File: src/rtl/assert_macros.svh
// Assertion macros shared by the RTL modules.
// Depends on signals named clock and reset in the module that uses them.
`ifndef ASSERT_MACROS_SVH
`define ASSERT_MACROS_SVH

// Same-cycle implication, checked at every rising clock edge outside reset.
`define AST_IMP(lbl, ante, cons) \
   lbl: assert property (@(posedge clock) disable iff (reset) (ante) |-> (cons)) \
      else $error("assertion failed");

// Next-cycle implication, checked at every rising clock edge outside reset.
`define AST_NXT(lbl, ante, cons) \
   lbl: assert property (@(posedge clock) disable iff (reset) (ante) |=> (cons)) \
      else $error("assertion failed");

`endif

File: src/rtl/jpp_pkg.sv
// Types and constants for the JSON pretty printer.
// No dependencies; used by the front, queue, back and top modules.
package jpp_pkg;

   localparam int DEPTH_W = 5;
   localparam int SPACE_W = DEPTH_W + 1;
   localparam int Q_DEPTH = 4;
   localparam int Q_PTR_W = 2;
   localparam int Q_CNT_W = 3;

   localparam logic [7:0] CH_QUOTE  = 8'h22;
   localparam logic [7:0] CH_BSLASH = 8'h5C;
   localparam logic [7:0] CH_LBRACE = 8'h7B;
   localparam logic [7:0] CH_LBRACK = 8'h5B;
   localparam logic [7:0] CH_RBRACE = 8'h7D;
   localparam logic [7:0] CH_RBRACK = 8'h5D;
   localparam logic [7:0] CH_COLON  = 8'h3A;
   localparam logic [7:0] CH_COMMA  = 8'h2C;
   localparam logic [7:0] CH_SPACE  = 8'h20;
   localparam logic [7:0] CH_NL     = 8'h0A;
   localparam logic [7:0] CH_TAB    = 8'h09;
   localparam logic [7:0] CH_CR     = 8'h0D;

   typedef struct packed {
      logic [7:0] in_char;
      logic       in_last;
   } req_payload_type;

   typedef struct packed {
      logic [7:0] out_char;
      logic       run_last;
      logic       depth_clipped;
   } rsp_payload_type;

   // One output burst: c0, optional c1, spaces, optional c2.
   typedef struct packed {
      logic [7:0]         c0;
      logic               has_c1;
      logic [7:0]         c1;
      logic [SPACE_W-1:0] spaces;
      logic               has_c2;
      logic [7:0]         c2;
      logic               clipped;
   } cmd_type;

   typedef enum logic [3:0] {
      PH_C0 = 4'b0001,
      PH_C1 = 4'b0010,
      PH_SP = 4'b0100,
      PH_C2 = 4'b1000
   } phase_type;

endpackage

File: src/rtl/jpp_front.sv
// Front end: accepts request bytes, tracks string/escape/depth state, classifies
// each byte into a burst command. Depends on jpp_pkg and assert_macros.svh.
`include "assert_macros.svh"
module jpp_front #(
   parameter int MAX_DEPTH = 16
) (
   input  logic                     clock,
   input  logic                     reset,
   input  logic                     acc,
   input  jpp_pkg::req_payload_type req,
   output logic                     push,
   output jpp_pkg::cmd_type         cmd
);
   import jpp_pkg::*;

   logic               in_str_ff, in_str_in;
   logic               esc_ff, esc_in;
   logic [DEPTH_W-1:0] depth_ff, depth_in;
   logic               clip_ff, clip_in;
   logic [7:0]         ch;
   logic               is_ws;

   assign ch    = req.in_char;
   assign is_ws = ch inside {[CH_TAB:CH_CR], CH_SPACE};

   always_comb begin
      in_str_in  = in_str_ff;
      esc_in     = esc_ff;
      depth_in   = depth_ff;
      clip_in    = clip_ff;
      push       = 1'b0;
      cmd.c0     = ch;
      cmd.has_c1 = 1'b0;
      cmd.c1     = CH_NL;
      cmd.spaces = '0;
      cmd.has_c2 = 1'b0;
      cmd.c2     = ch;
      if (acc) begin
         if (in_str_ff) begin
            push = 1'b1;
            if (esc_ff) begin
               esc_in = 1'b0;
            end else if (ch == CH_BSLASH) begin
               esc_in = 1'b1;
            end else if (ch == CH_QUOTE) begin
               in_str_in = 1'b0;
            end
         end else begin
            case (ch)
               CH_QUOTE: begin
                  push      = 1'b1;
                  in_str_in = 1'b1;
                  esc_in    = 1'b0;
               end
               CH_LBRACE, CH_LBRACK: begin
                  push       = 1'b1;
                  cmd.has_c1 = 1'b1;
                  if (depth_ff < DEPTH_W'(MAX_DEPTH)) begin
                     depth_in = depth_ff + 1'b1;
                  end else begin
                     clip_in = 1'b1;
                  end
                  cmd.spaces = {depth_in, 1'b0};
               end
               CH_RBRACE, CH_RBRACK: begin
                  push       = 1'b1;
                  cmd.c0     = CH_NL;
                  cmd.has_c2 = 1'b1;
                  if (depth_ff != '0) begin
                     depth_in = depth_ff - 1'b1;
                  end
                  cmd.spaces = {depth_in, 1'b0};
               end
               CH_COLON: begin
                  push       = 1'b1;
                  cmd.has_c1 = 1'b1;
                  cmd.c1     = CH_SPACE;
               end
               CH_COMMA: begin
                  push       = 1'b1;
                  cmd.has_c1 = 1'b1;
                  cmd.spaces = {depth_ff, 1'b0};
               end
               default: begin
                  push = !is_ws;
               end
            endcase
         end
      end
      cmd.clipped = clip_in;
      // Drop all text state after the final byte.
      if (acc && req.in_last) begin
         in_str_in = 1'b0;
         esc_in    = 1'b0;
         depth_in  = '0;
         clip_in   = 1'b0;
      end
   end

   always_ff @(posedge clock) begin
      if (reset) begin
         in_str_ff <= 1'b0;
         esc_ff    <= 1'b0;
         depth_ff  <= '0;
         clip_ff   <= 1'b0;
      end else begin
         in_str_ff <= in_str_in;
         esc_ff    <= esc_in;
         depth_ff  <= depth_in;
         clip_ff   <= clip_in;
      end
   end

   `AST_IMP(a_depth_bound, 1'b1, depth_ff <= DEPTH_W'(MAX_DEPTH))
   `AST_NXT(a_last_clears, acc && req.in_last, depth_ff == '0 && !in_str_ff && !clip_ff)
   `AST_IMP(a_esc_in_str, esc_ff, in_str_ff)
endmodule

File: src/rtl/jpp_queue.sv
// Short command queue between front and back end, held in flip-flops.
// Depends on jpp_pkg and assert_macros.svh.
`include "assert_macros.svh"
module jpp_queue (
   input  logic             clock,
   input  logic             reset,
   input  logic             push,
   input  jpp_pkg::cmd_type push_cmd,
   output logic             full,
   input  logic             pop,
   output logic             head_valid,
   output jpp_pkg::cmd_type head_cmd
);
   import jpp_pkg::*;

   cmd_type            entry_ff [Q_DEPTH];
   logic [Q_PTR_W-1:0] wr_ff, wr_in;
   logic [Q_PTR_W-1:0] rd_ff, rd_in;
   logic [Q_CNT_W-1:0] cnt_ff, cnt_in;

   assign full       = cnt_ff == Q_CNT_W'(Q_DEPTH);
   assign head_valid = cnt_ff != '0;
   assign head_cmd   = entry_ff[rd_ff];

   always_comb begin
      wr_in  = push ? wr_ff + 1'b1 : wr_ff;
      rd_in  = pop ? rd_ff + 1'b1 : rd_ff;
      cnt_in = cnt_ff + Q_CNT_W'(push) - Q_CNT_W'(pop);
   end

   always_ff @(posedge clock) begin
      if (reset) begin
         wr_ff  <= '0;
         rd_ff  <= '0;
         cnt_ff <= '0;
      end else begin
         wr_ff  <= wr_in;
         rd_ff  <= rd_in;
         cnt_ff <= cnt_in;
      end
   end

   always_ff @(posedge clock) begin
      if (push) begin
         entry_ff[wr_ff] <= push_cmd;
      end
   end

   `AST_IMP(a_no_overflow, push, !full)
   `AST_IMP(a_no_underflow, pop, head_valid)
endmodule

File: src/rtl/jpp_back.sv
// Back end: expands the queue-head command into bytes in the response register,
// one per cycle while it is free or taken. Depends on jpp_pkg, assert_macros.svh.
`include "assert_macros.svh"
module jpp_back (
   input  logic                     clock,
   input  logic                     reset,
   input  logic                     head_valid,
   input  jpp_pkg::cmd_type         head_cmd,
   output logic                     pop,
   output logic                     rsp_valid,
   input  logic                     rsp_ready,
   output jpp_pkg::rsp_payload_type rsp_payload
);
   import jpp_pkg::*;

   phase_type          phase_ff, phase_in;
   logic [SPACE_W-1:0] sp_cnt_ff, sp_cnt_in;
   logic               vld_ff, vld_in;
   rsp_payload_type    out_ff, out_in;
   logic               load;
   logic               sp_done;

   assign load    = head_valid && (!vld_ff || rsp_ready);
   assign sp_done = sp_cnt_ff == head_cmd.spaces - 1'b1;

   always_comb begin
      phase_in  = phase_ff;
      sp_cnt_in = sp_cnt_ff;
      pop       = 1'b0;
      out_in    = out_ff;
      vld_in    = vld_ff && !rsp_ready;
      if (load) begin
         vld_in               = 1'b1;
         out_in.depth_clipped = head_cmd.clipped;
         out_in.run_last      = 1'b0;
         case (phase_ff)
            PH_C0: begin
               out_in.out_char = head_cmd.c0;
               if (head_cmd.has_c1) begin
                  phase_in = PH_C1;
               end else if (head_cmd.spaces != '0) begin
                  phase_in = PH_SP;
               end else if (head_cmd.has_c2) begin
                  phase_in = PH_C2;
               end else begin
                  out_in.run_last = 1'b1;
               end
            end
            PH_C1: begin
               out_in.out_char = head_cmd.c1;
               if (head_cmd.spaces != '0) begin
                  phase_in = PH_SP;
               end else if (head_cmd.has_c2) begin
                  phase_in = PH_C2;
               end else begin
                  out_in.run_last = 1'b1;
                  phase_in        = PH_C0;
               end
            end
            PH_SP: begin
               out_in.out_char = CH_SPACE;
               sp_cnt_in       = sp_cnt_ff + 1'b1;
               if (sp_done) begin
                  sp_cnt_in = '0;
                  if (head_cmd.has_c2) begin
                     phase_in = PH_C2;
                  end else begin
                     out_in.run_last = 1'b1;
                     phase_in        = PH_C0;
                  end
               end
            end
            PH_C2: begin
               out_in.out_char = head_cmd.c2;
               out_in.run_last = 1'b1;
               phase_in        = PH_C0;
            end
            default: begin
               phase_in = PH_C0;
            end
         endcase
         pop = out_in.run_last;
      end
   end

   always_ff @(posedge clock) begin
      if (reset) begin
         phase_ff  <= PH_C0;
         sp_cnt_ff <= '0;
         vld_ff    <= 1'b0;
      end else begin
         phase_ff  <= phase_in;
         sp_cnt_ff <= sp_cnt_in;
         vld_ff    <= vld_in;
      end
   end

   always_ff @(posedge clock) begin
      out_ff <= out_in;
   end

   assign rsp_valid   = vld_ff;
   assign rsp_payload = out_ff;

   `AST_IMP(a_phase_onehot, 1'b1, $onehot(phase_ff))
   `AST_IMP(a_sp_has_work, phase_ff == PH_SP, head_valid && head_cmd.spaces != '0)
   `AST_NXT(a_pop_marks_last, pop, rsp_valid && rsp_payload.run_last)
endmodule

File: src/rtl/json_pretty_printer_top.sv
// JSON pretty printer top level: front end, command queue and back end.
// Depends on jpp_pkg, jpp_front, jpp_queue and jpp_back.
//
// Reindents compact JSON text with two spaces per nesting level. Each request
// carries one input byte and an end-of-text mark; each response carries one
// output byte, a mark on the last byte caused by that request, and a sticky
// flag that nesting went past MAX_DEPTH (1..31) in the current text. The front
// end takes one request per cycle while the four-entry command queue has room;
// whitespace outside strings produces no response. The back end emits exactly
// one response byte per cycle from the command at the queue head while the
// output register is free or being taken. A request produces one byte for most
// bytes, two for a colon, and 2 + 2*depth for a brace, bracket or comma (up to
// 64 at depth 31). The output register holds a response until it is taken; the
// back end loads the next byte at the same edge, so a steady receiver sees one
// byte per cycle, and the queue lets the front keep accepting plain bytes
// during an indentation burst.
module json_pretty_printer_top #(
   parameter int MAX_DEPTH = 16
) (
   input  logic                     clock,
   input  logic                     reset,
   input  logic                     req_valid,
   output logic                     req_ready,
   input  jpp_pkg::req_payload_type req_payload,
   output logic                     rsp_valid,
   input  logic                     rsp_ready,
   output jpp_pkg::rsp_payload_type rsp_payload
);
   import jpp_pkg::*;

   logic    q_full;
   logic    req_acc;
   logic    cmd_push;
   cmd_type cmd_new;
   logic    head_valid;
   cmd_type head_cmd;
   logic    head_pop;

   // Hold requests off only while the queue is full.
   assign req_ready = !q_full;
   assign req_acc   = req_valid && req_ready;

   // Classify the byte and advance string/depth state.
   jpp_front #(
      .MAX_DEPTH (MAX_DEPTH)
   ) u_front (
      .clock (clock),
      .reset (reset),
      .acc   (req_acc),
      .req   (req_payload),
      .push  (cmd_push),
      .cmd   (cmd_new)
   );

   // Buffer burst commands between the two halves.
   jpp_queue u_queue (
      .clock      (clock),
      .reset      (reset),
      .push       (cmd_push),
      .push_cmd   (cmd_new),
      .full       (q_full),
      .pop        (head_pop),
      .head_valid (head_valid),
      .head_cmd   (head_cmd)
   );

   // Expand each command into response bytes.
   jpp_back u_back (
      .clock       (clock),
      .reset       (reset),
      .head_valid  (head_valid),
      .head_cmd    (head_cmd),
      .pop         (head_pop),
      .rsp_valid   (rsp_valid),
      .rsp_ready   (rsp_ready),
      .rsp_payload (rsp_payload)
   );
endmodule
File: config.mk
export PLATFORM = sky130hd
export DESIGN_NAME = json_pretty_printer_top
export DESIGN_NICKNAME = d
export VERILOG_FILES = /design/src/rtl/jpp_pkg.sv /design/src/rtl/jpp_front.sv /design/src/rtl/jpp_queue.sv /design/src/rtl/jpp_back.sv /design/src/rtl/json_pretty_printer_top.sv
export VERILOG_INCLUDE_DIRS = /design/src /design/src/rtl
export SDC_FILE = /design/constraint.sdc
export NUM_CORES = 1
export LEC_CHECK = 0
export ABC_CLOCK_PERIOD_IN_PS = 6700
export CAP_MARGIN = 20
export CORE_UTILIZATION = 70
export CTS_BUF_LIST = sky130_fd_sc_hd__clkbuf_8
export DETAILED_ROUTE_END_ITERATION = 16
export DONT_BUFFER_PORTS = 1
export PLACE_DENSITY_LB_ADDON = 0.25
export SETUP_SLACK_MARGIN = 0.1
export SLEW_MARGIN = 25
export SYNTH_ARGS = -nofsm -noshare
export SYNTH_HDL_FRONTEND = slang
export SYNTH_HIERARCHICAL = 1
export SYNTH_SLANG_ARGS = --single-unit
File: constraint.sdc
create_clock -name clock -period 6.7 [get_ports clock]
set_input_delay 0 -clock clock [delete_from_list [all_inputs] [get_ports clock]]
set_output_delay 0 -clock clock [all_outputs]
set_load 0.1 [all_outputs]
# Word-level counts from Yosys, hierarchy flattened
# Memory sizes are Yosys's and may differ from the RTL's. A register that Yosys moved wholly into a read port is not among the register bits.
# Cells that the tools add are included.
[totals] word_cells=115 out_inout_bits=12 regBits=36 ram_bits=132 n_memories=1 inputBits=13
[op_classes] n_reduce_logical=27 muxes=45 n_eq_ne=17 order_cmp=3 n_addsub=8 n_bitwise=1
[mem_list] memory="u_queue.entry_ff" depth=4 width=33 rd=1 rd_clocked_by_memory_dff=1 wr=1 line_no="jpp_queue.sv:16" rtl="cmd_type entry_ff [Q_DEPTH];"
[op_table] operator="24-bit 2-to-1 mux" count=2
[op_table] operator="8-bit by 7-bit equality test with 1-bit output, second input constant" count=5
[op_table] operator="9-bit one-hot mux with 4 select lines" count=1
[op_table] operator="8-bit by 6-bit equality test with 1-bit output, second input constant" count=4
[op_table] operator="1-bit 2-to-1 mux" count=26
[op_table] operator="4-bit 2-to-1 mux" count=6
[op_table] operator="6-bit one-hot mux with 3 select lines" count=1
[op_table] operator="6-bit 2-to-1 mux" count=2
[op_table] operator="4-bit one-hot mux with 3 select lines" count=1
[op_table] operator="5-bit 2-to-1 mux" count=2
[op_table] operator="5-bit one-hot mux with 2 select lines" count=1
[op_table] operator="8-bit by 4-bit greater-or-equal comparator with 1-bit output, second input constant" count=1
[op_table] operator="8-bit by 4-bit <= comparator with 1-bit output, second input constant" count=1
[op_table] operator="8-bit 2-to-1 mux" count=1
[op_table] operator="7-bit OR reduction" count=1
[op_table] operator="6-bit by 1-bit adder with 6-bit output, second input constant" count=1
[op_table] operator="6-bit equality test" count=1
[op_table] operator="2-bit AND reduction" count=3
[op_table] operator="3-bit AND reduction" count=2
[op_table] operator="2-bit nonzero test" count=3
[op_table] operator="6-bit nonzero test" count=1
[op_table] operator="2-bit OR reduction" count=3
[op_table] operator="6-bit by 1-bit subtractor with 6-bit output, second input constant" count=1
[op_table] operator="5-bit by 1-bit adder with 5-bit output, second input constant" count=1
[op_table] operator="21 further kinds" count=30

# Depth between registers and ports, before layout
[depth] depth_word=9 mapped_depth=16 depth_no_buf=14

# Hierarchy
# The synthesis kept the hierarchy.
[modules_own_cells] module="jpp_queue" cells_per_inst=215 seq_area_each_um2=4144.0 n_inst=1 area_each_um2=5248.8
[modules_own_cells] module="jpp_back" cells_per_inst=151 seq_area_each_um2=520.5 n_inst=1 area_each_um2=1388.8
[modules_own_cells] module="jpp_front" cells_per_inst=135 seq_area_each_um2=160.2 n_inst=1 area_each_um2=1056.0
[modules_own_cells] module="json_pretty_printer_top" cells_per_inst=2 seq_area_each_um2=0.0 n_inst=1 area_each_um2=10.0

# Worst setup path after synthesis
# No wires, ideal clock.
[synth_timing] path_kind="register -> register" start="register with a tool-made name" end="register u_queue.cnt_ff[1]" path_stages_with_launch=16 t_required_ns=6.586 arrival_time_ns=3.686 setup_ns=0.114 synth_period_minus_slack_ns=3.799 path_buffers=2 slack_ns=2.901 path_cell_list="dfxtp_1 buf_6 buf_12 mux4_2 inv_1 ha_1 nor2b_1 or3_4 a31o_4 or4_4 a21boi_2 ha_1 inv_1 ha_1 fa_1 nor2b_1"
[synth_rtl] item="end signal, assigned" line_no="jpp_queue.sv:39" rtl="cnt_ff <= cnt_in;"
[synth_rtl] item="end, declared" line_no="jpp_queue.sv:19" rtl="logic [Q_CNT_W-1:0] cnt_ff, cnt_in;"

==> results.cfg <==
[yosys]
synth_common_cells = edfxtp_1 (142), mux4_2 (30), dfxtp_1 (28)
yosysWarnings = 6
synthMostInstantiatedCell = edfxtp_1
yosysTopAreaCell = edfxtp_1
syn_area_sq_um = 7700
synth_area_leaders = edfxtp_1 (55%), mux4_2 (8.8%), dfxtp_1 (7.3%)
synthFlopType = edfxtp_1
ys_types = 75
syn_avg_cell_area_sq_um = 15.3
ys_seq_area_frac = 0.626
synth_top_area_frac = 0.554
postSynthCellCount = 503
synthArstFlopShare = 0
ys_ff_latch = 170
synth-edff-count = 142

[global_routing]
grt_pass1_vias = 4327
grt_max_degree = 34
grt_overflow = 0
grt_pass1_wl_mm = 23.4
track_usage = 0.286
antenna_found_initial = 0

[finish]
area_delta_synth_final_pct = 6.48
num-nets-final = 535
final_cell_area_sq_um = 8200
insertedDiodeCount = 0
drive_gt1_frac = 0.170
num-fill-cells = 548

[sta]
finalHoldViolations = 0
tightestPinTransition_ns = 0.958
rsz0062_at_grt = false
relSlewSlack = 0.361
setup_violations = 0
slew_viol_final = 0
fmax_mhz = 236
skew_ns = 0.0152
finalCritPeriodShare = 0.633
totalNegativeSetupSlack_ns = 0
period_needed_ns = 4.24

[drt]
drtIter0Drc = 389
via_per_inst = 6.75
drt_pass1_iterations = 5
via_count = 4446
drt_wl_total_mm = 14.9
ant_nets = 0
wl_per_cell_um = 22.7
drc_errors = 0

[cts]
cts_hold_buf = 12
root_buffer = clkbuf_8
tritoncts = yes
clockBufferDepth = 2
cts_setup_buffers = 0
htreeDepth = 4
cts_made_buffers = 17
cts.clk_slew.worst_paths_ns = 0.08
cts_resized = 0
clkSinkCount = 170
clk_latency_ns = 0.45

[floorplan]
coreArea_sq_um = 10500
rows = 37
dieArea_sq_um = 11400
die_w_um = 107
die_h_um = 107
start_util = 0.733
io_pins = 25

[worst_setup_path]
cp.required_ns = 6.99
critPathCaptureType = flip-flop
cp.arrival_ns = 4.53
cp-start-kind = flip-flop
crit_type = flip-flop to flip-flop
cp_max_fo = 20

[power_and_ir_drop]
p_seq_frac = 0.579
leakage_uw = 0.00274
power_uw = 2820
ir_drop_mv = 0.304
p_sw_uw = 971
comb_power_share = 0.175
powerDensity_nw_per_um2 = 344
p_clk_frac = 0.245
p_int_uw = 1850
switching_share = 0.344

[placed_design]
placed_area_sq_um = 7680
gp_congestion = 0.892
dp_hpwl_mm = 9.46
io_buffers = 0

[min_path]
min_path_type = primary input to flip-flop

[outcome]
status = completed

[run]
cap_violations = 0
==> flip-flops by register name (all words and copies together), names as in the netlist, 2 cells and up, named ones only <==
name / cells
u_back/phase_ff: 4
u_front/depth_ff: 5
u_queue/wr_ff: 2
u_queue/cnt_ff: 3
u_back/rsp_payload: 10
u_queue/entry_ff: 132
u_back/sp_cnt_ff: 6
u_queue/rd_ff: 2
==> power groups by stage <==
stage               sequential [uW]  combinational, uW  clock (uW)
finish                         1640                495         693
global route                   1650                533         749
CTS                            1630                487         704
detailed placement             1660                466           0
global placement               1640                446           0
floorplan                      1620                379           0
==> area by class of cell <==
class	count	area, sq um	area share
Inverter	24	90.1	0.0110
Tap cell	136	170	0.0207
Timing Repair Buffer	20	180	0.0220
Clock inverter	13	131	0.0160
Sequential cell	170	4830	0.588
Multi-Input combinational cell	277	2540	0.310
Clock buffer	19	262	0.0319
==> kinds of logic after synthesis <==
group	after synthesis	synth area share
AOI/OAI and AO/OA	81	0.0757
DFF	170	0.626
buffers and inverters	61	0.0487
and+or+nand+nor	128	0.108
other	1	0.000487
xor gates and xnor gates	13	0.0167
muxes	37	0.103
adders and majority gates	12	0.0205
==> stage by stage <==
| step | hold WS [ns] | utilization | cells | setup WS [ns] |
|---|---|---|---|---|
| 2_1_floorplan | 0.0716 | - | 508 | 2.90 |
| 3_3_place_gp | 0.0719 | 0.731 | 615 | 2.58 |
| 3_5_place_dp | 0.0729 | 0.731 | 615 | 2.48 |
| 4_1_cts | 0.0313 | 0.780 | 659 | 2.42 |
| 5_1_grt | 0.0658 | 0.781 | 659 | 2.19 |
| 6_report | 0.0680 | 0.781 | 659 | 2.46 |
==> placed cells by master, fill, tap and decap left out, drive strengths merged, types with 3 or more instances in the layout <==
cell type	Yosys	routed
or2	3	3
xnor2	8	8
nand3	7	7
xor2	4	4
and2	11	11
clkbuf	5	19
nor3	13	13
a222oi	8	8
edfxtp	142	142
inv	24	27
buf	32	8
o21ai	11	11
nor4	5	5
a21o	3	3
nor2b	11	11
and3	3	3
a21oi	20	20
dfxtp	28	28
nand2	19	19
conb	1	6
a311oi	3	3
a31oi	7	7
nor2	16	16
nand4b	3	3
ha	11	11
nand3b	5	5
nand2b	7	7
and3b	3	3
clkinv	0	7
o22ai	5	5
or3	6	6
mux4	33	33
nor4b	6	6
a22oi	4	4
dlygate4sd3	0	12
==> final timing paths <==
kind              slack (ns)           start             endpoint  cells past startpoint
setup / recovery        2.46       flip-flop    u_queue/cnt_ff[1]                     12
hold / removal          0.07  req_payload[4]  u_front/depth_ff[2]                      4
setup reg to reg        2.46       flip-flop    u_queue/cnt_ff[1]                     12
hold reg to reg         0.49  u_front/esc_ff       u_front/esc_ff                      1
==> worst max-delay path, cell delays in order, from the launching register on <==
cell       delay, ns
dfxtp_2         0.62
buf_4           0.46
mux4_2          0.59
xor2_1          0.21
and3_1          0.23
o2111ai_2       0.21
or4_4           0.48
a21boi_2        0.26
ha_1            0.28
inv_1           0.06
ha_1            0.15
fa_1            0.40
nor2b_1         0.13
==> routing by layer <==
metal	wire length [um]	vias up	part of all wire	global-route usage
met5	0	-	0	0
met4	325	0	0.022	0.108
met3	1310	28	0.088	0.0626
met2	7490	236	0.50	0.454
met1	5820	2211	0.39	0.395
li1	-	1971	-	-
(Power assumes the default switching activity.)
